<file path="src/design/mwc_pkg.sv">
// Shared types and constants for the multiply-with-carry generator.
// No dependencies; imported by mwc_mac and multiply_with_carry_rng.
package mwc_pkg;

    localparam int WordW = 32;
    localparam int AccW  = 64;

    localparam logic [WordW-1:0] SeedMult = 32'd29943829;
    localparam logic [WordW-1:0] CoefX0   = 32'd5115;
    localparam logic [WordW-1:0] CoefX1   = 32'd1776;
    localparam logic [WordW-1:0] CoefX2   = 32'd1492;
    localparam logic [WordW-1:0] CoefX3   = 32'd2111111111;

    localparam logic [WordW-1:0] ResetX0    = 32'h95d3474b;
    localparam logic [WordW-1:0] ResetX1    = 32'h035cf1f7;
    localparam logic [WordW-1:0] ResetX2    = 32'hfd43995f;
    localparam logic [WordW-1:0] ResetX3    = 32'h5dfc55fb;
    localparam logic [WordW-1:0] ResetCarry = 32'h334a9229;

    // Controls for the shared multiply-accumulate unit
    typedef struct packed {
        logic load_prod;  // register op_a * op_b
        logic acc_init;   // load accumulator with init value
        logic acc_add;    // add held product into accumulator
    } mac_ctrl_t;

    // Coefficient for history word k
    function automatic logic [WordW-1:0] mwc_coef(input logic [1:0] k);
        logic [WordW-1:0] c;
        case (k)
            2'd0:    c = CoefX0;
            2'd1:    c = CoefX1;
            2'd2:    c = CoefX2;
            default: c = CoefX3;
        endcase
        return c;
    endfunction

endpackage

</file>
<file path="src/design/multiply_with_carry_rng.sv">
// Top level of the four-lag multiply-with-carry generator: sequencer and state.
// Depends on mwc_pkg and mwc_mac.
//
// A request with s_tuser low generates one 32-bit word: it is accepted in the
// idle state, runs through the shared multiplier/accumulator (four products
// issued one per cycle, each added in the following cycle, starting from the
// carry), and an update state shifts the history and presents the word on
// m_tdata. Words are made one at a time by the single multiplier. A request with
// s_tuser high reseeds from s_tdata: five seed words, each through a multiply
// state and a write state on the same multiplier, then WARMUP_ROUNDS silent
// rounds with no result. s_tready is high only while the block is idle; a
// finished word sits in the output register while the next request is accepted.
module multiply_with_carry_rng #(
    parameter int WARMUP_ROUNDS = 19
) (
    input  logic        aclk,
    input  logic        aresetn,
    input  logic        s_tvalid,
    output logic        s_tready,
    input  logic [31:0] s_tdata,   // [31:0] seed_value
    input  logic        s_tuser,   // [0] cmd
    output logic        m_tvalid,
    input  logic        m_tready,
    output logic [31:0] m_tdata    // [31:0] random_word
);
    import mwc_pkg::*;

    localparam int WarmW = (WARMUP_ROUNDS > 0) ? $clog2(WARMUP_ROUNDS + 1) : 1;

    localparam logic [2:0] StIdle    = 3'd0;
    localparam logic [2:0] StSeedMul = 3'd1;
    localparam logic [2:0] StSeedWr  = 3'd2;
    localparam logic [2:0] StMac     = 3'd3;
    localparam logic [2:0] StUpdate  = 3'd4;

    logic [2:0]       state_reg, state_next;
    logic [2:0]       step_reg, step_next;
    logic [WordW-1:0] hist_reg [4];
    logic [WordW-1:0] hist_next [4];
    logic [WordW-1:0] carry_reg, carry_next;
    logic [WordW-1:0] seed_reg, seed_next;
    logic [WarmW-1:0] warm_reg, warm_next;
    logic             emit_reg, emit_next;
    logic             mvalid_reg, mvalid_next;
    logic [WordW-1:0] mdata_reg, mdata_next;

    mac_ctrl_t        mac_ctrl;
    logic [WordW-1:0] op_a, op_b;
    logic [WordW-1:0] seed_word;
    logic [AccW-1:0]  prod, acc;

    mwc_mac u_mac (
        .aclk     (aclk),
        .ctrl     (mac_ctrl),
        .op_a     (op_a),
        .op_b     (op_b),
        .init_val (carry_reg),
        .prod     (prod),
        .acc      (acc)
    );

    assign seed_word = prod[WordW-1:0] - WordW'(1);

    // Sequencer
    always_comb begin
        state_next  = state_reg;
        step_next   = step_reg;
        hist_next   = hist_reg;
        carry_next  = carry_reg;
        seed_next   = seed_reg;
        warm_next   = warm_reg;
        emit_next   = emit_reg;
        mvalid_next = mvalid_reg;
        mdata_next  = mdata_reg;
        mac_ctrl    = '0;
        op_a        = hist_reg[step_reg[1:0]];
        op_b        = mwc_coef(step_reg[1:0]);

        // drop the output word once taken
        if (mvalid_reg && m_tready) begin
            mvalid_next = 1'b0;
        end

        case (state_reg)
            StIdle: begin
                if (s_tvalid) begin
                    step_next = '0;
                    if (s_tuser) begin
                        seed_next  = s_tdata;
                        state_next = StSeedMul;
                    end else begin
                        emit_next  = 1'b1;
                        state_next = StMac;
                    end
                end
            end
            StSeedMul: begin
                op_a               = seed_reg;
                op_b               = SeedMult;
                mac_ctrl.load_prod = 1'b1;
                state_next         = StSeedWr;
            end
            StSeedWr: begin
                seed_next = seed_word;
                if (step_reg == 3'd4) begin
                    carry_next = seed_word;
                    warm_next  = WarmW'(WARMUP_ROUNDS);
                    emit_next  = 1'b0;
                    step_next  = '0;
                    state_next = (WARMUP_ROUNDS == 0) ? StIdle : StMac;
                end else begin
                    hist_next[step_reg[1:0]] = seed_word;
                    step_next  = step_reg + 3'd1;
                    state_next = StSeedMul;
                end
            end
            StMac: begin
                // issue one product per step, add it one step later
                mac_ctrl.load_prod = (step_reg != 3'd4);
                mac_ctrl.acc_init  = (step_reg == 3'd0);
                mac_ctrl.acc_add   = (step_reg != 3'd0);
                if (step_reg == 3'd4) begin
                    state_next = StUpdate;
                end else begin
                    step_next = step_reg + 3'd1;
                end
            end
            StUpdate: begin
                // hold while a previous word still waits downstream
                if (!(emit_reg && mvalid_reg && !m_tready)) begin
                    hist_next[3] = hist_reg[2];
                    hist_next[2] = hist_reg[1];
                    hist_next[1] = hist_reg[0];
                    hist_next[0] = acc[WordW-1:0];
                    carry_next   = acc[AccW-1:WordW];
                    step_next    = '0;
                    if (emit_reg) begin
                        mvalid_next = 1'b1;
                        mdata_next  = acc[WordW-1:0];
                        state_next  = StIdle;
                    end else begin
                        warm_next  = warm_reg - WarmW'(1);
                        state_next = (warm_reg == WarmW'(1)) ? StIdle : StMac;
                    end
                end
            end
            default: begin
                state_next = StIdle;
            end
        endcase
    end

    // Control state and generator state
    always_ff @(posedge aclk) begin
        if (!aresetn) begin
            state_reg   <= StIdle;
            step_reg    <= '0;
            warm_reg    <= '0;
            emit_reg    <= 1'b0;
            mvalid_reg  <= 1'b0;
            hist_reg[0] <= ResetX0;
            hist_reg[1] <= ResetX1;
            hist_reg[2] <= ResetX2;
            hist_reg[3] <= ResetX3;
            carry_reg   <= ResetCarry;
        end else begin
            state_reg  <= state_next;
            step_reg   <= step_next;
            warm_reg   <= warm_next;
            emit_reg   <= emit_next;
            mvalid_reg <= mvalid_next;
            hist_reg   <= hist_next;
            carry_reg  <= carry_next;
        end
    end

    // Payload registers
    always_ff @(posedge aclk) begin
        seed_reg  <= seed_next;
        mdata_reg <= mdata_next;
    end

    assign s_tready = (state_reg == StIdle);
    assign m_tvalid = mvalid_reg;
    assign m_tdata  = mdata_reg;

endmodule

</file>
<file path="src/design/mwc_mac.sv">
// Shared 32x32 multiplier with a registered product and a 64-bit accumulator.
// Depends on mwc_pkg.
module mwc_mac (
    input  logic                      aclk,
    input  mwc_pkg::mac_ctrl_t        ctrl,
    input  logic [mwc_pkg::WordW-1:0] op_a,
    input  logic [mwc_pkg::WordW-1:0] op_b,
    input  logic [mwc_pkg::WordW-1:0] init_val,
    output logic [mwc_pkg::AccW-1:0]  prod,
    output logic [mwc_pkg::AccW-1:0]  acc
);
    import mwc_pkg::*;

    logic [AccW-1:0] prod_reg, prod_next;
    logic [AccW-1:0] acc_reg, acc_next;

    // Multiply stage, then accumulate from the held product
    always_comb begin
        prod_next = prod_reg;
        acc_next  = acc_reg;
        if (ctrl.load_prod) begin
            prod_next = AccW'(op_a) * AccW'(op_b);
        end
        if (ctrl.acc_init) begin
            acc_next = AccW'(init_val);
        end else if (ctrl.acc_add) begin
            acc_next = acc_reg + prod_reg;
        end
    end

    always_ff @(posedge aclk) begin
        prod_reg <= prod_next;
        acc_reg  <= acc_next;
    end

    assign prod = prod_reg;
    assign acc  = acc_reg;

endmodule

</file>
<file path="config.mk">
export PLATFORM = sky130hd
export DESIGN_NAME = multiply_with_carry_rng
export DESIGN_NICKNAME = d
export VERILOG_FILES = /design/src/design/mwc_pkg.sv /design/src/design/multiply_with_carry_rng.sv /design/src/design/mwc_mac.sv
export SDC_FILE = /design/constraint.sdc
export NUM_CORES = 2
export LEC_CHECK = 0
export ABC_AREA = 1
export BUFFER_PORTS_ARGS = -buffer_cell sky130_fd_sc_hd__buf_2
export CORE_UTILIZATION = 45
export DETAILED_ROUTE_END_ITERATION = 10
export SLEW_MARGIN = 40
export SYNTH_ARGS = -nofsm -noshare
export SYNTH_HDL_FRONTEND = slang
export SYNTH_SLANG_ARGS = --single-unit
</file>
<file path="constraint.sdc">
create_clock -name aclk -period 11.97 [get_ports aclk]
set_input_delay 2.394 -clock aclk [delete_from_list [all_inputs] [get_ports aclk]]
set_output_delay 2.394 -clock aclk [all_outputs]
set_load 0.02 [all_outputs]
</file>
Word-level counts from Yosys, hierarchy flattened
Cells that the tools add are included.
- word-level logic and storage cells: 110
- bits of input ports: 37
- output and inout bits: 34
- register bits: 365
- $add $sub $neg: 4
- equality and inequality tests: 18
- reduce and logical (&&, ||, !) cells: 21
- multipliers: 1
- multiplexer cells: 47
- bitwise gates (word level): 2
- order comparisons: 2
- operators with widths (cell ; count):
    $mux W32 ; 11
    $mux W128 ; 2
    $pmux W128 S2 ; 1
    $bwmux W128 ; 1
    $pmux W32 S2 ; 2
    $pmux W31 S3 ; 1
    $add A64 B64 Y64 ; 1
    $bmux W32 S2 ; 1
    $demux W32 S2 ; 1
    $mul A32 B32 Y64 ; 1
    $sub A32 B1 Y32 const B ; 1
    $mux W3 ; 7
    $ne A2 B2 Y1 const B ; 8
    $mux W5 ; 3
    $pmux W3 S5 ; 1
    $reduce_and A3 Y1 ; 5
    $pmux W3 S4 ; 1
    $reduce_and A4 Y1 ; 3
    $mux W2 ; 5
    $pmux W5 S2 ; 1
    $mux W1 ; 7
    $eq A3 B2 Y1 const B ; 2
    $eq A3 B3 Y1 const B ; 2
    $logic_not A3 Y1 ; 2
    19 further kinds ; 25

Depth between registers and ports, before layout
- word-level depth: 8
- gate-level depth with buffers: 40
- depth with buffers taken out: 38

Cells and area by module
From an unflattened synthesis, not the netlist that was laid out.
- cells, all modules: 8126
- area total of the unflattened synthesis: 57960.6 sq um
- by module, submodules not included (module ; times used ; sequential area each (sq um) ; area an instance (sq um) ; cells an instance):
    mwc_mac ; 1 ; 3523.4 ; 45857.7 ; 6379
    multiply_with_carry_rng ; 1 ; 5385.2 ; 12102.9 ; 1747

Least setup slack after synthesis
No wires, ideal clock.
- kind: reg-to-reg
- start: register step_reg[1]
- end: register u_mac.prod_reg[52] (netlist: u_mac.prod[52]) (data pin)
- required time: 11.717 ns
- cell stages (with the launch flop): 37
- period minus slack after synthesis: 7.876 ns
- path slack: 4.094 ns
- arrival: 7.623 ns
- cell sequence: dfxtp_1 > clkinv_1 > buf_2 > buf_1 > ha_1 > clkbuf_1 > inv_1 > nand2_1 > nand2_1 > inv_2 > buf_2 > nand2_1 > fa_1 > inv_1 > fa_1 > fa_1 > inv_1 > fa_1 > inv_1 > fa_1 > inv_1 > fa_1 > inv_1 > fa_1 > inv_1 > fa_1 > inv_1 > ha_1 > nand2_1 > nor2_1 > inv_1 > nor3_1 > nand2_1 > nand3_1 > nand4_1 > nand4_1 > nand2_1
- word-level cells in the longest chain between the ends: 6
- ends and longest elaborated chain (element ; line ; source):
    start: declaration ; multiply_with_carry_rng.sv:37 ; logic [2:0] step_reg, step_next;
    start signal: assignment ; multiply_with_carry_rng.sv:168 ; step_reg <= step_next;
    $not A2 Y3 (implied by the code) ; multiply_with_carry_rng.sv:76 ; op_a = hist_reg[step_reg[1:0]];
    $bmux W32 S2 ; multiply_with_carry_rng.sv:76 ;
    $mux W32 (implied by the code) (2 in series) ; multiply_with_carry_rng.sv:76 ;
    $mux W32 ; multiply_with_carry_rng.sv:84 ; case (state_reg)
    $mul A32 B32 Y64 (*) ; mwc_mac.sv:22 ; prod_next = AccW'(op_a) * AccW'(op_b);
    end signal: assignment ; mwc_mac.sv:32 ; prod_reg <= prod_next;
    end: declaration ; mwc_mac.sv:14 ; logic [AccW-1:0] prod_reg, prod_next;
Every way passes the cells marked *; elsewhere a longest branch is shown, timed or not. The select of a mux whose other input is x is not followed.
A chain may end at the register's enable or synchronous reset.

Worst setup path in the final report
- start: register step_reg[0]
- end: register u_mac.prod_reg[37] (netlist: u_mac.prod[37]) (data pin)
The elaborated chain is that of the path after synthesis.

==> metrics.txt <==
outcome completed; total non-filler cell area in the finished layout roughly 55000 µm²; post-route clock skew between 40 and 50 ps; critical path's slowest cell sky130_fd_sc_hd__fa_1; sequential share of the synthesized area 0.1740; crit path from step_reg[0]; gp weighted congestion 1.023; max-capacitance violation count 0; area used by multi-input combinational logic 35200 µm²; number of global-route vias before repair between 40000 and 50000; hold violation total from the final report 0; Detail Route Antenna Nets 0; standard-cell row count ~120; instance count on the critical path 32; worst setup path endpoint u_mac.prod[37]; crit-path max FO 33; number of enable-type register cells in the synthesized netlist 160; class of the worst hold path flip-flop to flip-flop; kind of end point of the critical path flip-flop; average wire per cell in the routed design around 24 µm; htree depth 2; floorplan die width around 340 µm; antenna violations before repair 7; arrival time of the worst setup path about 10000 ps; number of remaining DRC errors 0; crit path time final 10090 ps; per-instance average area after synthesis between 7 and 8 µm²; number of buffers inserted by port buffering 70; Clk Tree Root Cell sky130_fd_sc_hd__clkbuf_16; Final Max Tran Viols 0; core box area ~110000 µm²; internal reg-to-reg setup slack about 1900 ps; routed vias 44690; cell count after placement 8228; CTS Hold Bufs 0; family with the most delay on the worst path adder cells; number of unique standard cell types used by synthesis 57; worst setup path category flip-flop to flip-flop; wire length reported by the detailed router around 200000 µm; proportion of synthesized flip-flops having asynchronous set or reset 0; height of the die roughly 340 µm; global-route total usage across every layer 0.3468; leading cell type in the layout, fill and taps excluded sky130_fd_sc_hd__inv_1; end of the worst register-to-register path u_mac.prod[37]; Filler Cells Inserted between 10000 and 15000; flip-flop count of the largest register after layout approximately 130; Reg-to-Reg Start step_reg[0]; post-synthesis to final-layout area growth 6.656%; wire length of the first global-routing pass a little under 300000 µm; Starting Density 0.4544; Critical Path Source Type flip-flop; Worst Reg2Reg Path Length in Cells 32; total setup buffers inserted after CTS 0; maximum single-stage delay on the critical path 630 ps; Congestion Overflow GR 0; post-CTS clock slew at the launch and capture registers of the worst setup and hold paths ~70 ps; final HPWL from detailed placement 169400 µm; I/O Pins 71; cell count after synthesis around 6800; CP bufs+invs 11; maximum number of pins on one net before global-route repair a little over 90; setup total negative slack 0 ps; final critical-path share of the clock period 0.8426; Data required, critical path about 12000 ps; TritonCTS clock tree yes; register area roughly 8900 µm²; Top FF cell, synth sky130_fd_sc_hd__dfxtp_1; DRT iter0 DRCs ~5000; post-synthesis net count roughly 8000; detailed-routing iteration count for the pre-antenna-repair pass 6; final-report setup violation count 0; vias per cell 5.379; net count of the finished layout about 8000; Peak Freq around 99 MHz; post-route worst hold slack around 470 ps; Least-Margin Pin Slew ~930 ps; overall die area 115100 µm²; number of buffers created by CTS between 40 and 50; number of synthesized register bits 365; slew margin rel. 0.3796; unrepaired setup endpoints after global routing no; Cell Area, Placed approximately 53000 µm²; fraction of final layout cells with drive strength greater than 1 0.04952; CTS Sinks around 370; # resized after CTS 0; most frequent cells in the layout 1670 x sky130_fd_sc_hd__inv_1, 1490 x sky130_fd_sc_hd__nand2_1, 722 x sky130_fd_sc_hd__fa_1; CTS max path bufs 3; cell area after synthesis roughly 50000 µm²; clock latency of the later-clocked register in the worst-skew pair about 630 ps; Warnings, synthesis 0; post-route insts no fill just over 8000
## per-layer routing
layer / vias up / global-route usage / routed length [µm]
li1: 20390 / - / -
met1: 21860 / 0.5079 / 88480
met2: 2091 / 0.5056 / 83590
met3: 336 / 0.06905 / 18720
met4: 4 / 0.1244 / 8552
met5: - / 0 / 23
## tightest hold or removal path, stage by stage, from the launching register on
cell	delay, ps
sky130_fd_sc_hd__dfxtp_1	330
sky130_fd_sc_hd__nand2_1	50
sky130_fd_sc_hd__nand3_1	60
## synth_stat cells (11+ instances only)
master / n / share of area
sky130_fd_sc_hd__clkbuf_1: 67 / 0.0049
sky130_fd_sc_hd__nor4_1: 11 / 0.0013
sky130_fd_sc_hd__a31oi_1: 11 / 0.0013
sky130_fd_sc_hd__nand4_1: 26 / 0.0032
sky130_fd_sc_hd__o21bai_1: 27 / 0.0040
sky130_fd_sc_hd__dfxtp_1: 205 / 0.080
sky130_fd_sc_hd__nand2_1: 1491 / 0.11
sky130_fd_sc_hd__or2_2: 15 / 0.0018
sky130_fd_sc_hd__xor2_1: 55 / 0.0094
sky130_fd_sc_hd__nand3_1: 245 / 0.024
sky130_fd_sc_hd__o21ai_2: 16 / 0.0027
sky130_fd_sc_hd__buf_2: 53 / 0.0052
sky130_fd_sc_hd__inv_1: 1674 / 0.12
sky130_fd_sc_hd__a21oi_2: 11 / 0.0019
sky130_fd_sc_hd__nor3_1: 20 / 0.0020
sky130_fd_sc_hd__edfxtp_1: 160 / 0.094
sky130_fd_sc_hd__ha_1: 439 / 0.11
sky130_fd_sc_hd__a21oi_1: 327 / 0.032
sky130_fd_sc_hd__o21ai_0: 306 / 0.030
sky130_fd_sc_hd__nor2_1: 628 / 0.046
sky130_fd_sc_hd__inv_2: 41 / 0.0030
sky130_fd_sc_hd__fa_1: 722 / 0.28
sky130_fd_sc_hd__xnor2_1: 50 / 0.0086
sky130_fd_sc_hd__o21ai_1: 28 / 0.0027
## worst min path at each step
stage / startpoint / to / slack [ps] / cells after the start
2_1_floorplan: hist_reg[0] / hist_reg[0] / 420 / 2
3_3_place_gp: hist_reg[0] / hist_reg[0] / 440 / 2
3_5_place_dp: hist_reg[0] / hist_reg[0] / 450 / 2
4_1_cts: hist_reg[0] / hist_reg[0] / 460 / 2
5_1_grt: hist_reg[24] / hist_reg[24] / 490 / 2
6_report: hist_reg[0] / hist_reg[0] / 470 / 2
## through the flow
stage / worst slack, ps / utilization
2_1_floorplan: 4094 / -
3_5_place_dp: 2084 / 0.4716
5_1_grt: 1515 / 0.4847
4_1_cts: 2031 / 0.4845
3_3_place_gp: 1975 / 0.4712
6_report: 1884 / 0.4847
## cells by family after synthesis
kind of cell / Yosys count / synth area share
simple gates: 2479 / 0.1947
buf+inv: 1865 / 0.1397
fa+ha+maj: 1161 / 0.3897
compound gates: 783 / 0.08389
flops: 365 / 0.1740
xor+xnor: 105 / 0.01796
other cells: 1 / 0.00007326
## cell type report
| type | count | share of cell area |
|---|---|---|
| timing repair buffer | 115 | 0.01279 |
| clock inverter | 30 | 0.006806 |
| tap | 1500 | 0.03438 |
| inverter | 1719 | 0.1183 |
| sequential | 365 | 0.1632 |
| multi-input combinational | 4529 | 0.6447 |
| antenna | 1 | 0.00004583 |
| clock buffer | 48 | 0.01985 |
Power is not shown: default switching activity piles up to over one toggle a cycle in this logic, so the estimate is an artifact.
